--- src/tmm_pkg.sv ---
// Shared types and constants for the clock domain tag min/max table.
`default_nettype none
package tmm_pkg;

  localparam int unsigned DomInW   = 8;
  localparam int unsigned TimeIoW  = 32;
  localparam int unsigned LaunchW  = 24;
  localparam int unsigned TotalW   = 4;

  typedef enum logic [1:0] {
    KIND_MAX_ARR = 2'd0,
    KIND_MIN_REQ = 2'd1,
    KIND_CLEAR   = 2'd2
  } kind_e;

  typedef enum logic [1:0] {
    ST_IDLE   = 2'd0,
    ST_SCAN   = 2'd1,
    ST_UPDATE = 2'd2
  } state_e;

  typedef struct packed {
    kind_e                      kind;
    logic [DomInW-1:0]          domain;
    logic signed [TimeIoW-1:0]  time_value;
    logic                       time_valid;
    logic [LaunchW-1:0]         launch_src;
  } req_t;

  typedef struct packed {
    logic                       found;
    logic                       created;
    logic                       dropped;
    logic                       overflow;
    logic signed [TimeIoW-1:0]  arrival_out;
    logic                       arrival_ok;
    logic signed [TimeIoW-1:0]  required_out;
    logic                       required_ok;
    logic [LaunchW-1:0]         launch_out;
    logic [TotalW-1:0]          entry_total;
  } res_t;

endpackage
`default_nettype wire

--- src/clock_domain_tag_minmax_table.sv ---
// Top level: clock domain timing tag table with sequential search and merge.
//
// Usage: drive req_i and raise start; the request is taken at a rising edge
// where start is high and busy is low. Each request gives exactly one result
// on res_o, marked by res_valid_o for one cycle; the receiver must take it.
// Clear requests, unused kinds and updates for the reserved domain finish at
// once: the result shows in the next cycle and busy stays low, so such
// requests can be issued every cycle.
// Updates walk the table through the RAM read port, one entry per cycle
// (the read is registered, so each match is checked on the registered read
// data), then compare and write in the merge unit in the update state.
// Busy stays high through the scan and update states; the result appears in
// the same cycle busy falls, and a new request can enter in the cycle the
// result is shown. Reset empties the table (entry count zero) and returns to
// idle; entry RAM contents need no clearing since only entries below the
// count are used.
`default_nettype none
module clock_domain_tag_minmax_table #(
  parameter int unsigned MAX_TAGS    = 8,
  parameter int unsigned DOMAIN_BITS = 8,
  parameter int unsigned TIME_BITS   = 32
) (
  input  wire logic          clk_i,
  input  wire logic          rst_ni,
  input  wire logic          start,
  output logic               busy,
  input  wire tmm_pkg::req_t req_i,
  output logic               res_valid_o,
  output tmm_pkg::res_t      res_o
);
  import tmm_pkg::*;

  localparam int unsigned CW = $clog2(MAX_TAGS + 1);
  localparam int unsigned AW = (MAX_TAGS > 1) ? $clog2(MAX_TAGS) : 1;
  localparam int unsigned EW = DOMAIN_BITS + 2 * TIME_BITS + 2 + LaunchW;

  localparam int unsigned OffRqOk  = LaunchW;
  localparam int unsigned OffRq    = LaunchW + 1;
  localparam int unsigned OffArrOk = LaunchW + 1 + TIME_BITS;
  localparam int unsigned OffArr   = LaunchW + 2 + TIME_BITS;
  localparam int unsigned OffDom   = LaunchW + 2 + 2 * TIME_BITS;

  state_e state_q, state_d;

  logic [CW-1:0]          count_q;
  logic [CW-1:0]          scan_idx_q;
  logic                   pend_q;
  logic [AW-1:0]          pend_idx_q;
  logic                   hit_q;
  logic [AW-1:0]          hit_idx_q;
  logic [EW-1:0]          entry_q;
  kind_e                  kind_q;
  logic [DOMAIN_BITS-1:0] dom_q;
  logic [TIME_BITS-1:0]   t_q;
  logic                   tv_q;
  logic [LaunchW-1:0]     launch_q;
  logic                   res_valid_q;
  res_t                   res_q;

  logic [DOMAIN_BITS-1:0] dom_in;
  logic [63:0]            time_in64;
  logic [TIME_BITS-1:0]   t_in;
  logic                   reserved;
  logic                   is_update;
  logic                   quick;
  logic                   accept;
  logic                   issue;
  logic                   match;
  logic                   full;
  logic                   create;
  logic                   ram_we;
  logic [AW-1:0]          ram_waddr;
  logic [EW-1:0]          ram_wdata;
  logic [EW-1:0]          ram_rdata;
  logic [CW-1:0]          count_upd;
  res_t                   res_quick;
  res_t                   res_upd;

  logic [TIME_BITS-1:0]   new_arr;
  logic                   new_arr_ok;
  logic [TIME_BITS-1:0]   new_rq;
  logic                   new_rq_ok;
  logic [LaunchW-1:0]     new_launch;
  logic [63:0]            arr_ext;
  logic [63:0]            rq_ext;

  assign dom_in    = DOMAIN_BITS'(req_i.domain);
  assign time_in64 = 64'($unsigned(req_i.time_value));
  assign t_in      = req_i.time_valid ? time_in64[TIME_BITS-1:0] : '0;
  assign reserved  = (dom_in == '1);
  assign is_update = (req_i.kind == KIND_MAX_ARR) || (req_i.kind == KIND_MIN_REQ);
  assign quick     = !is_update || reserved;
  assign accept    = start && !busy;

  assign match     = pend_q && (ram_rdata[OffDom +: DOMAIN_BITS] == dom_q);
  assign full      = (count_q >= CW'(MAX_TAGS));
  assign create    = !hit_q && !full;
  assign count_upd = count_q + CW'(create);

  // next state
  always_comb begin
    state_d = state_q;
    unique case (state_q)
      ST_IDLE: begin
        if (start && !quick) begin
          state_d = ST_SCAN;
        end
      end
      ST_SCAN: begin
        if (match || !issue) begin
          state_d = ST_UPDATE;
        end
      end
      ST_UPDATE: begin
        state_d = ST_IDLE;
      end
      default: begin
        state_d = ST_IDLE;
      end
    endcase
  end

  // sequencer outputs
  always_comb begin
    busy   = 1'b1;
    issue  = 1'b0;
    ram_we = 1'b0;
    unique case (state_q)
      ST_IDLE: begin
        busy = 1'b0;
      end
      ST_SCAN: begin
        issue = (scan_idx_q < count_q);
      end
      ST_UPDATE: begin
        ram_we = hit_q || !full;
      end
      default: begin
        busy = 1'b0;
      end
    endcase
  end

  tmm_ram #(
    .WIDTH (EW),
    .DEPTH (MAX_TAGS)
  ) u_ram (
    .clk_i   (clk_i),
    .we_i    (ram_we),
    .waddr_i (ram_waddr),
    .wdata_i (ram_wdata),
    .raddr_i (scan_idx_q[AW-1:0]),
    .rdata_o (ram_rdata)
  );

  tmm_merge #(
    .TIME_BITS (TIME_BITS)
  ) u_merge (
    .kind_i       (kind_q),
    .found_i      (hit_q),
    .t_i          (t_q),
    .tv_i         (tv_q),
    .launch_i     (launch_q),
    .arr_i        (entry_q[OffArr +: TIME_BITS]),
    .arr_ok_i     (entry_q[OffArrOk]),
    .rq_i         (entry_q[OffRq +: TIME_BITS]),
    .rq_ok_i      (entry_q[OffRqOk]),
    .launch_old_i (entry_q[LaunchW-1:0]),
    .arr_o        (new_arr),
    .arr_ok_o     (new_arr_ok),
    .rq_o         (new_rq),
    .rq_ok_o      (new_rq_ok),
    .launch_o     (new_launch)
  );

  assign ram_waddr = hit_q ? hit_idx_q : count_q[AW-1:0];
  assign ram_wdata = {dom_q, new_arr, new_arr_ok, new_rq, new_rq_ok, new_launch};
  assign arr_ext   = 64'($signed(new_arr));
  assign rq_ext    = 64'($signed(new_rq));

  always_comb begin
    res_upd             = '0;
    res_upd.found       = hit_q;
    res_upd.created     = create;
    res_upd.dropped     = !hit_q && full;
    res_upd.overflow    = !hit_q && full;
    res_upd.entry_total = TotalW'(count_upd);
    if (hit_q || create) begin
      res_upd.arrival_out  = arr_ext[TimeIoW-1:0];
      res_upd.arrival_ok   = new_arr_ok;
      res_upd.required_out = rq_ext[TimeIoW-1:0];
      res_upd.required_ok  = new_rq_ok;
      res_upd.launch_out   = new_launch;
    end
  end

  always_comb begin
    res_quick         = '0;
    res_quick.dropped = is_update && reserved;
    res_quick.entry_total = (req_i.kind == KIND_CLEAR) ? '0 : TotalW'(count_q);
  end

  // control state
  always_ff @(posedge clk_i or negedge rst_ni) begin
    if (!rst_ni) begin
      state_q     <= ST_IDLE;
      count_q     <= '0;
      scan_idx_q  <= '0;
      pend_q      <= 1'b0;
      hit_q       <= 1'b0;
      res_valid_q <= 1'b0;
    end else begin
      state_q     <= state_d;
      res_valid_q <= (accept && quick) || (state_q == ST_UPDATE);
      if (accept) begin
        scan_idx_q <= '0;
        pend_q     <= 1'b0;
        if (quick && (req_i.kind == KIND_CLEAR)) begin
          count_q <= '0;
        end
      end
      if (state_q == ST_SCAN) begin
        scan_idx_q <= scan_idx_q + CW'(issue);
        pend_q     <= issue;
        if (match) begin
          hit_q <= 1'b1;
        end else if (!issue) begin
          hit_q <= 1'b0;
        end
      end
      if (state_q == ST_UPDATE) begin
        count_q <= count_upd;
      end
    end
  end

  // payload
  always_ff @(posedge clk_i) begin
    if (accept) begin
      kind_q   <= req_i.kind;
      dom_q    <= dom_in;
      t_q      <= t_in;
      tv_q     <= req_i.time_valid;
      launch_q <= req_i.launch_src;
      res_q    <= res_quick;
    end
    if (state_q == ST_SCAN) begin
      pend_idx_q <= scan_idx_q[AW-1:0];
      if (match) begin
        hit_idx_q <= pend_idx_q;
        entry_q   <= ram_rdata;
      end
    end
    if (state_q == ST_UPDATE) begin
      res_q <= res_upd;
    end
  end

  assign res_valid_o = res_valid_q;
  assign res_o       = res_q;

  a_count_bound: assert property (@(posedge clk_i) disable iff (!rst_ni)
    count_q <= CW'(MAX_TAGS))
    else $error("entry count above table size");

  a_found_xor_created: assert property (@(posedge clk_i) disable iff (!rst_ni)
    res_valid_q |-> !(res_q.found && res_q.created))
    else $error("result both found and created");

  a_ovf_drops: assert property (@(posedge clk_i) disable iff (!rst_ni)
    (res_valid_q && res_q.overflow) |-> res_q.dropped)
    else $error("overflow without drop");

  a_clear_empties: assert property (@(posedge clk_i) disable iff (!rst_ni)
    (accept && req_i.kind == KIND_CLEAR) |=> (res_valid_q && count_q == '0))
    else $error("clear did not empty the table");

  a_update_reports: assert property (@(posedge clk_i) disable iff (!rst_ni)
    (state_q == ST_UPDATE) |=> (res_valid_q && !busy))
    else $error("update finished without a result");

endmodule
`default_nettype wire

--- src/tmm_ram.sv ---
// Generic single write port, single read port RAM with registered read data.
`default_nettype none
module tmm_ram #(
  parameter int unsigned WIDTH = 8,
  parameter int unsigned DEPTH = 8,
  localparam int unsigned AW = (DEPTH > 1) ? $clog2(DEPTH) : 1
) (
  input  wire logic             clk_i,
  input  wire logic             we_i,
  input  wire logic [AW-1:0]    waddr_i,
  input  wire logic [WIDTH-1:0] wdata_i,
  input  wire logic [AW-1:0]    raddr_i,
  output logic      [WIDTH-1:0] rdata_o
);

  logic [WIDTH-1:0] mem_q [DEPTH];

  always_ff @(posedge clk_i) begin
    if (we_i) begin
      mem_q[waddr_i] <= wdata_i;
    end
    rdata_o <= mem_q[raddr_i];
  end

endmodule
`default_nettype wire

--- src/tmm_merge.sv ---
// Compare-and-merge unit: one signed comparator decides the max/min tag update.
`default_nettype none
module tmm_merge #(
  parameter int unsigned TIME_BITS = 32
) (
  input  wire tmm_pkg::kind_e          kind_i,
  input  wire logic                    found_i,
  input  wire logic [TIME_BITS-1:0]    t_i,
  input  wire logic                    tv_i,
  input  wire logic [tmm_pkg::LaunchW-1:0] launch_i,
  input  wire logic [TIME_BITS-1:0]    arr_i,
  input  wire logic                    arr_ok_i,
  input  wire logic [TIME_BITS-1:0]    rq_i,
  input  wire logic                    rq_ok_i,
  input  wire logic [tmm_pkg::LaunchW-1:0] launch_old_i,
  output logic      [TIME_BITS-1:0]    arr_o,
  output logic                         arr_ok_o,
  output logic      [TIME_BITS-1:0]    rq_o,
  output logic                         rq_ok_o,
  output logic      [tmm_pkg::LaunchW-1:0] launch_o
);
  import tmm_pkg::*;

  logic                 is_max;
  logic [TIME_BITS-1:0] op_a;
  logic [TIME_BITS-1:0] op_b;
  logic                 lt;
  logic                 upd;

  assign is_max = (kind_i == KIND_MAX_ARR);
  // max: stored < new ; min: new < stored
  assign op_a   = is_max ? arr_i : t_i;
  assign op_b   = is_max ? t_i : rq_i;
  assign lt     = $signed(op_a) < $signed(op_b);
  assign upd    = is_max ? (!arr_ok_i || (tv_i && lt)) : (!rq_ok_i || (tv_i && lt));

  always_comb begin
    if (found_i) begin
      arr_o    = arr_i;
      arr_ok_o = arr_ok_i;
      rq_o     = rq_i;
      rq_ok_o  = rq_ok_i;
      launch_o = launch_old_i;
      if (upd) begin
        if (is_max) begin
          arr_o    = t_i;
          arr_ok_o = tv_i;
          launch_o = launch_i;
        end else begin
          rq_o    = t_i;
          rq_ok_o = tv_i;
        end
      end
    end else begin
      launch_o = launch_i;
      if (is_max) begin
        arr_o    = t_i;
        arr_ok_o = tv_i;
        rq_o     = '0;
        rq_ok_o  = 1'b0;
      end else begin
        arr_o    = '0;
        arr_ok_o = 1'b0;
        rq_o     = t_i;
        rq_ok_o  = tv_i;
      end
    end
  end

endmodule
`default_nettype wire
--- config.mk ---
export PLATFORM = sky130hd
export DESIGN_NAME = clock_domain_tag_minmax_table
export DESIGN_NICKNAME = d
export VERILOG_FILES = /design/src/tmm_pkg.sv /design/src/clock_domain_tag_minmax_table.sv /design/src/tmm_ram.sv /design/src/tmm_merge.sv
export SDC_FILE = /design/constraint.sdc
export NUM_CORES = 1
export LEC_CHECK = 0
export ABC_AREA = 0
export BUFFER_PORTS_ARGS = -buffer_cell sky130_fd_sc_hd__buf_4
export CORE_MARGIN = 3
export CORE_UTILIZATION = 45
export CTS_BUF_LIST = sky130_fd_sc_hd__clkbuf_4
export DETAILED_ROUTE_END_ITERATION = 10
export PLACE_DENSITY = 0.71
export SETUP_SLACK_MARGIN = 0.3
export SLEW_MARGIN = 20
export SYNTH_ARGS = -nofsm -noshare
export SYNTH_HDL_FRONTEND = slang
export SYNTH_HIERARCHICAL = 1
export SYNTH_SLANG_ARGS = --single-unit
--- constraint.sdc ---
create_clock -name clk_i -period 28.1 [get_ports clk_i]
set_clock_uncertainty 0.2 [all_clocks]
set_input_delay 1.405 -clock clk_i [delete_from_list [all_inputs] [get_ports clk_i]]
set_output_delay 1.405 -clock clk_i [all_outputs]
set_load 0.02 [all_outputs]
==> summary.md <==
Number of failing hold endpoints at the final stage: 0. The fraction of power consumed by combinational cells is 0.204, and the relative slew slack is 0.247. The initial core utilization came out at 0.455. The biggest fanout along the worst timing path was 101; the port buffer count was 169.

The tools report the via count of the first global-routing pass as 25900. For the utilization after layout, the log shows 0.519. For the post-DP HPWL, the log shows 59200 microns. The run gives 4347 as the count of placed standard cells in the final layout, fillers left out. Max-cap violations in this run came to 0.

In this run the number of cells on the critical path is 15. The tightest min-delay check is of the flop to flop type. Row generation in the floorplan step produced 116 rows.

The most used flip-flop cell after synthesis is edfxtp_1. The count of hold-fix buffers inserted at cts came out at 1. Family of cells with the greatest summed delay on the critical path: simple AND/OR/NAND/NOR gates.

The number of max-slew violations in the final report was 0. The count of nets left with antenna violations once routing finished came out at 0. The portion of total power attributed to the clock network was 0.302.

At the later pin of the worst-skew pair, clock insertion delay measures 1.13 ns. The most common cell in the netlist is edfxtp_1. The run gives 0.737 as the sequential share of the synthesized area. TritonCTS built the clock tree.

The run gives 0 as the number of design rule violations left after detail routing. Gates resized during post-CTS repair numbered 0. Setup violations remaining at the end of the flow were counted as 0.

The kind of capture point of the worst setup path is a flop. The die covers 105000 sq um. For the synthesized net count, the log shows 2508. The number of fill cells was 8028; the global-route usage over all layers was 0.201.

A synthesized cell averages 19.1 sq um. The synthesized netlist occupies a cell area of 45700 sq um. Of all cell types, the one taking the most synthesized area is edfxtp_1. In the final timing run, aggregate negative setup slack is 0 ns. At the end of routability-driven placement, the weighted congestion stood at 0.841. Counting every instance in the synthesized netlist gives 2397. The final critical-path share of the clock period was 0.230; the clock input transition at the sequential cells of the worst setup and hold paths was 0.07 ns.

The routed design has 107000 microns of wire. The async set-reset flop share out of synthesis was 0.0112. The commonest cells after synthesis are edfxtp_1, mux4_2, and2_1. In this run, the number of DRC markers left after iteration 0 of detailed routing was 2359.

The number of antenna violations at the first check in global routing is 5. The analysis attributes to cell leakage a power of 17.5 nW. The flow ran to the end, and the final reports show no timing, DRC or antenna violations.

At the end of the flow, the number of nets in the layout was 2871. Placed standard-cell area: 48300 sq um. The slew at the pin with the worst max-slew slack was 1.13 ns; the share of final-layout standard cells stronger than drive strength 1 was 0.352.

The number of vias per cell was 5.68. Most used cell along the critical path: buf_4. The fraction of power spent switching nets works out to 0.290. The tools report the post-CTS setup buffer count as 0. Across the VDD grid, the largest voltage drop is 50.8 uV. The run gives 155 MHz as the timing-limited maximum frequency. In this run the clock root is driven by a clkbuf_4.

For the worst setup path, the data required time is 28.70 ns. Traced cell by cell, the critical path runs through nor2_4, buf_4, nand2_1, o21ai_0, ha_1, a21oi_1, o21ai_1, a221oi_4, xnor2_1, nand2_2, buf_4, nor2_4, buf_4, o211ai_1, and2_1. The worst hold path passes through 0 cells. The tools report the maximum number of pins on one net before global-route repair as 155.

The length of the first detailed-routing pass in iterations is 5. Yosys mapped a number of flops with a built-in enable equal to 1045. The residual overflow from global routing came out at 0.

The setup path with the least slack is of type flop to flop. The number of buffers and inverters on the critical path works out to 3. The routed wire length per instance was 24.5 microns. The warning count from the yosys run is 6, and the floorplan die height is 325 microns. Detailed routing inserted a total of 24700 vias.

The H-tree level count came out at 5. Setup repair after global routing left no endpoint under its margin. The first global-routing pass estimated 160000 microns of wire. The number of buffers inserted during clock tree synthesis is 303, and the post-layout minimum cycle time is 6.46 ns. The run gives 1.38 mW as the switching component of the power.

The chip width is 325 microns, and the total design power is 4.75 mW. The area growth from synthesis to layout came out at 14.1%. On the worst path, the slowest cell contributes a delay of 0.87 ns. After synthesis, the cell types taking the most area are edfxtp_1, mux4_2, dfxtp_1, mux2_2, and2_1.

Counting tap cells, the placed design contains a total of 3811 instances. Hold timing on the final database bottoms out at a slack of 0.154 ns. The run gives 21.83 ns as the worst setup timing slack at the placement stage. The tools report the worst-case clock buffer depth as 4.

The final critical-path setup slack was 21.64 ns; the number of cells on the worst reg-to-reg path was 15. Among all stages on the critical path, the largest delay is contributed by buf_4. The I/O pin total came out at 170. After synthesis, the netlist uses 56 different library cells. The type of origin of the critical path is a flop. The post-synthesis sequential element count came out at 1156. The area share of the leading cell type in the synthesized netlist was 0.687; the power share of the sequential group was 0.494.

In this run the standard cell core region covers 100000 sq um. The power per unit of standard cell area is 91.2 nW/um^2. Internal power comes to 3.37 mW. The arrival time at the worst endpoint is 7.06 ns, and the final design instance area without fill is 52100 sq um. The clock drives 1156 sinks.
logic make-up (layout without fill, tap and decap cells):
logic type               count (synthesis)  after routing  synth area share
multiplexers                           327            327             0.130
other                                    0              4                 0
AND/OR/NAND/NOR                        434            434            0.0526
adder cells (fa/ha/maj)                 41             41            0.0112
XOR/XNOR                                13             13           0.00249
flip-flops                            1156           1156             0.737
AO/OA/AOI/OAI                          232            232            0.0457
buffers and inverters                  194            783            0.0211
worst register-to-register path: stages, from the launching register on:
cell	delay, ns
edfxtp_1	0.43
nor2_4	0.62
buf_4	0.87
nand2_1	0.21
o21ai_0	0.15
ha_1	0.29
a21oi_1	0.17
o21ai_1	0.13
a221oi_4	0.49
xnor2_1	0.21
nand2_2	0.07
buf_4	0.25
nor2_4	0.69
buf_4	0.67
o211ai_1	0.46
and2_1	0.25
power groups by stage:
| stage | combinational [mW] | clock, mW | sequential [mW] |
|---|---|---|---|
| 2_1_floorplan | 0.599 | 0 | 2.41 |
| 3_3_place_gp | 0.949 | 0 | 2.38 |
| 3_5_place_dp | 0.978 | 0 | 2.38 |
| 4_1_cts | 0.980 | 1.48 | 2.35 |
| 5_1_grt | 1.04 | 1.57 | 2.37 |
| 6_report | 0.971 | 1.43 | 2.35 |
worst paths after layout:
kind	end	slack [ns]	startpoint
hold reg to reg	entry_q[77]	0.15	u_ram/rdata_o[77]
max in group asynchronous	scan_idx_q[0]	26.94	rst_ni
hold / removal	entry_q[77]	0.15	u_ram/rdata_o[77]
setup / recovery	res_o[17]	21.64	kind_q[1]
min in group asynchronous	count_q[0]	0.50	rst_ni
setup reg to reg	res_o[17]	21.64	kind_q[1]
flip-flops by register name, indices dropped and copies added, names as in the netlist:
signal and count:
u_ram/rdata_o 98, u_ram/mem_q 784, entry_q 90, res_o 98, scan_idx_q 4, pend_q 1, kind_q 2, launch_q 24
count_q 4, hit_q 1, hit_idx_q 3, pend_idx_q 3, t_q 32, state_q 2, dom_q 8, tv_q 1
res_valid_o 1
layer usage:
layer  vias up  GRT usage  wire (microns)
met5         -          0               0
met4         0     0.0720            2290
met3       162     0.0526            8380
met2      1109      0.331           53500
met1     12800      0.260           42400
li1      10600          -               -
cells in the final DEF (no fill, tap or decap), types with 10 or more instances in the layout:
cell       synthesis  routed
mux2_2            99      99
nand2_1           80      80
ha_1              41      41
xnor2_1           11      11
dfxtp_1           98      98
o211ai_2          19      19
nor3b_1           25      25
a311oi_1          24      24
mux4_1            22      22
nand3_1          102     102
nand4_1           33      33
clkinv_1           0      45
mux2i_1           32      32
o211ai_1          37      37
clkbuf_4           0     466
a21oi_1           17      17
o2111ai_1         32      32
o21ai_0           41      41
mux4_2           174     174
o221ai_2          32      32
a21o_1            10      10
inv_1             41      40
nor2b_1           27      27
buf_4              3     207
edfxtp_1        1045    1045
and2_1           128     127
layout make-up:
class	instances	area (sq um)	area share
inverters	42	158	0.00302
flip-flops and latches	1156	33700	0.646
clock inverters	65	342	0.00655
diodes	4	10.0	0.000192
multi-input cells	1047	11100	0.214
well taps	1357	1700	0.0326
repair buffers	210	1600	0.0308
clock buffers	466	3500	0.0671
Power figures use the tool's default switching activity.
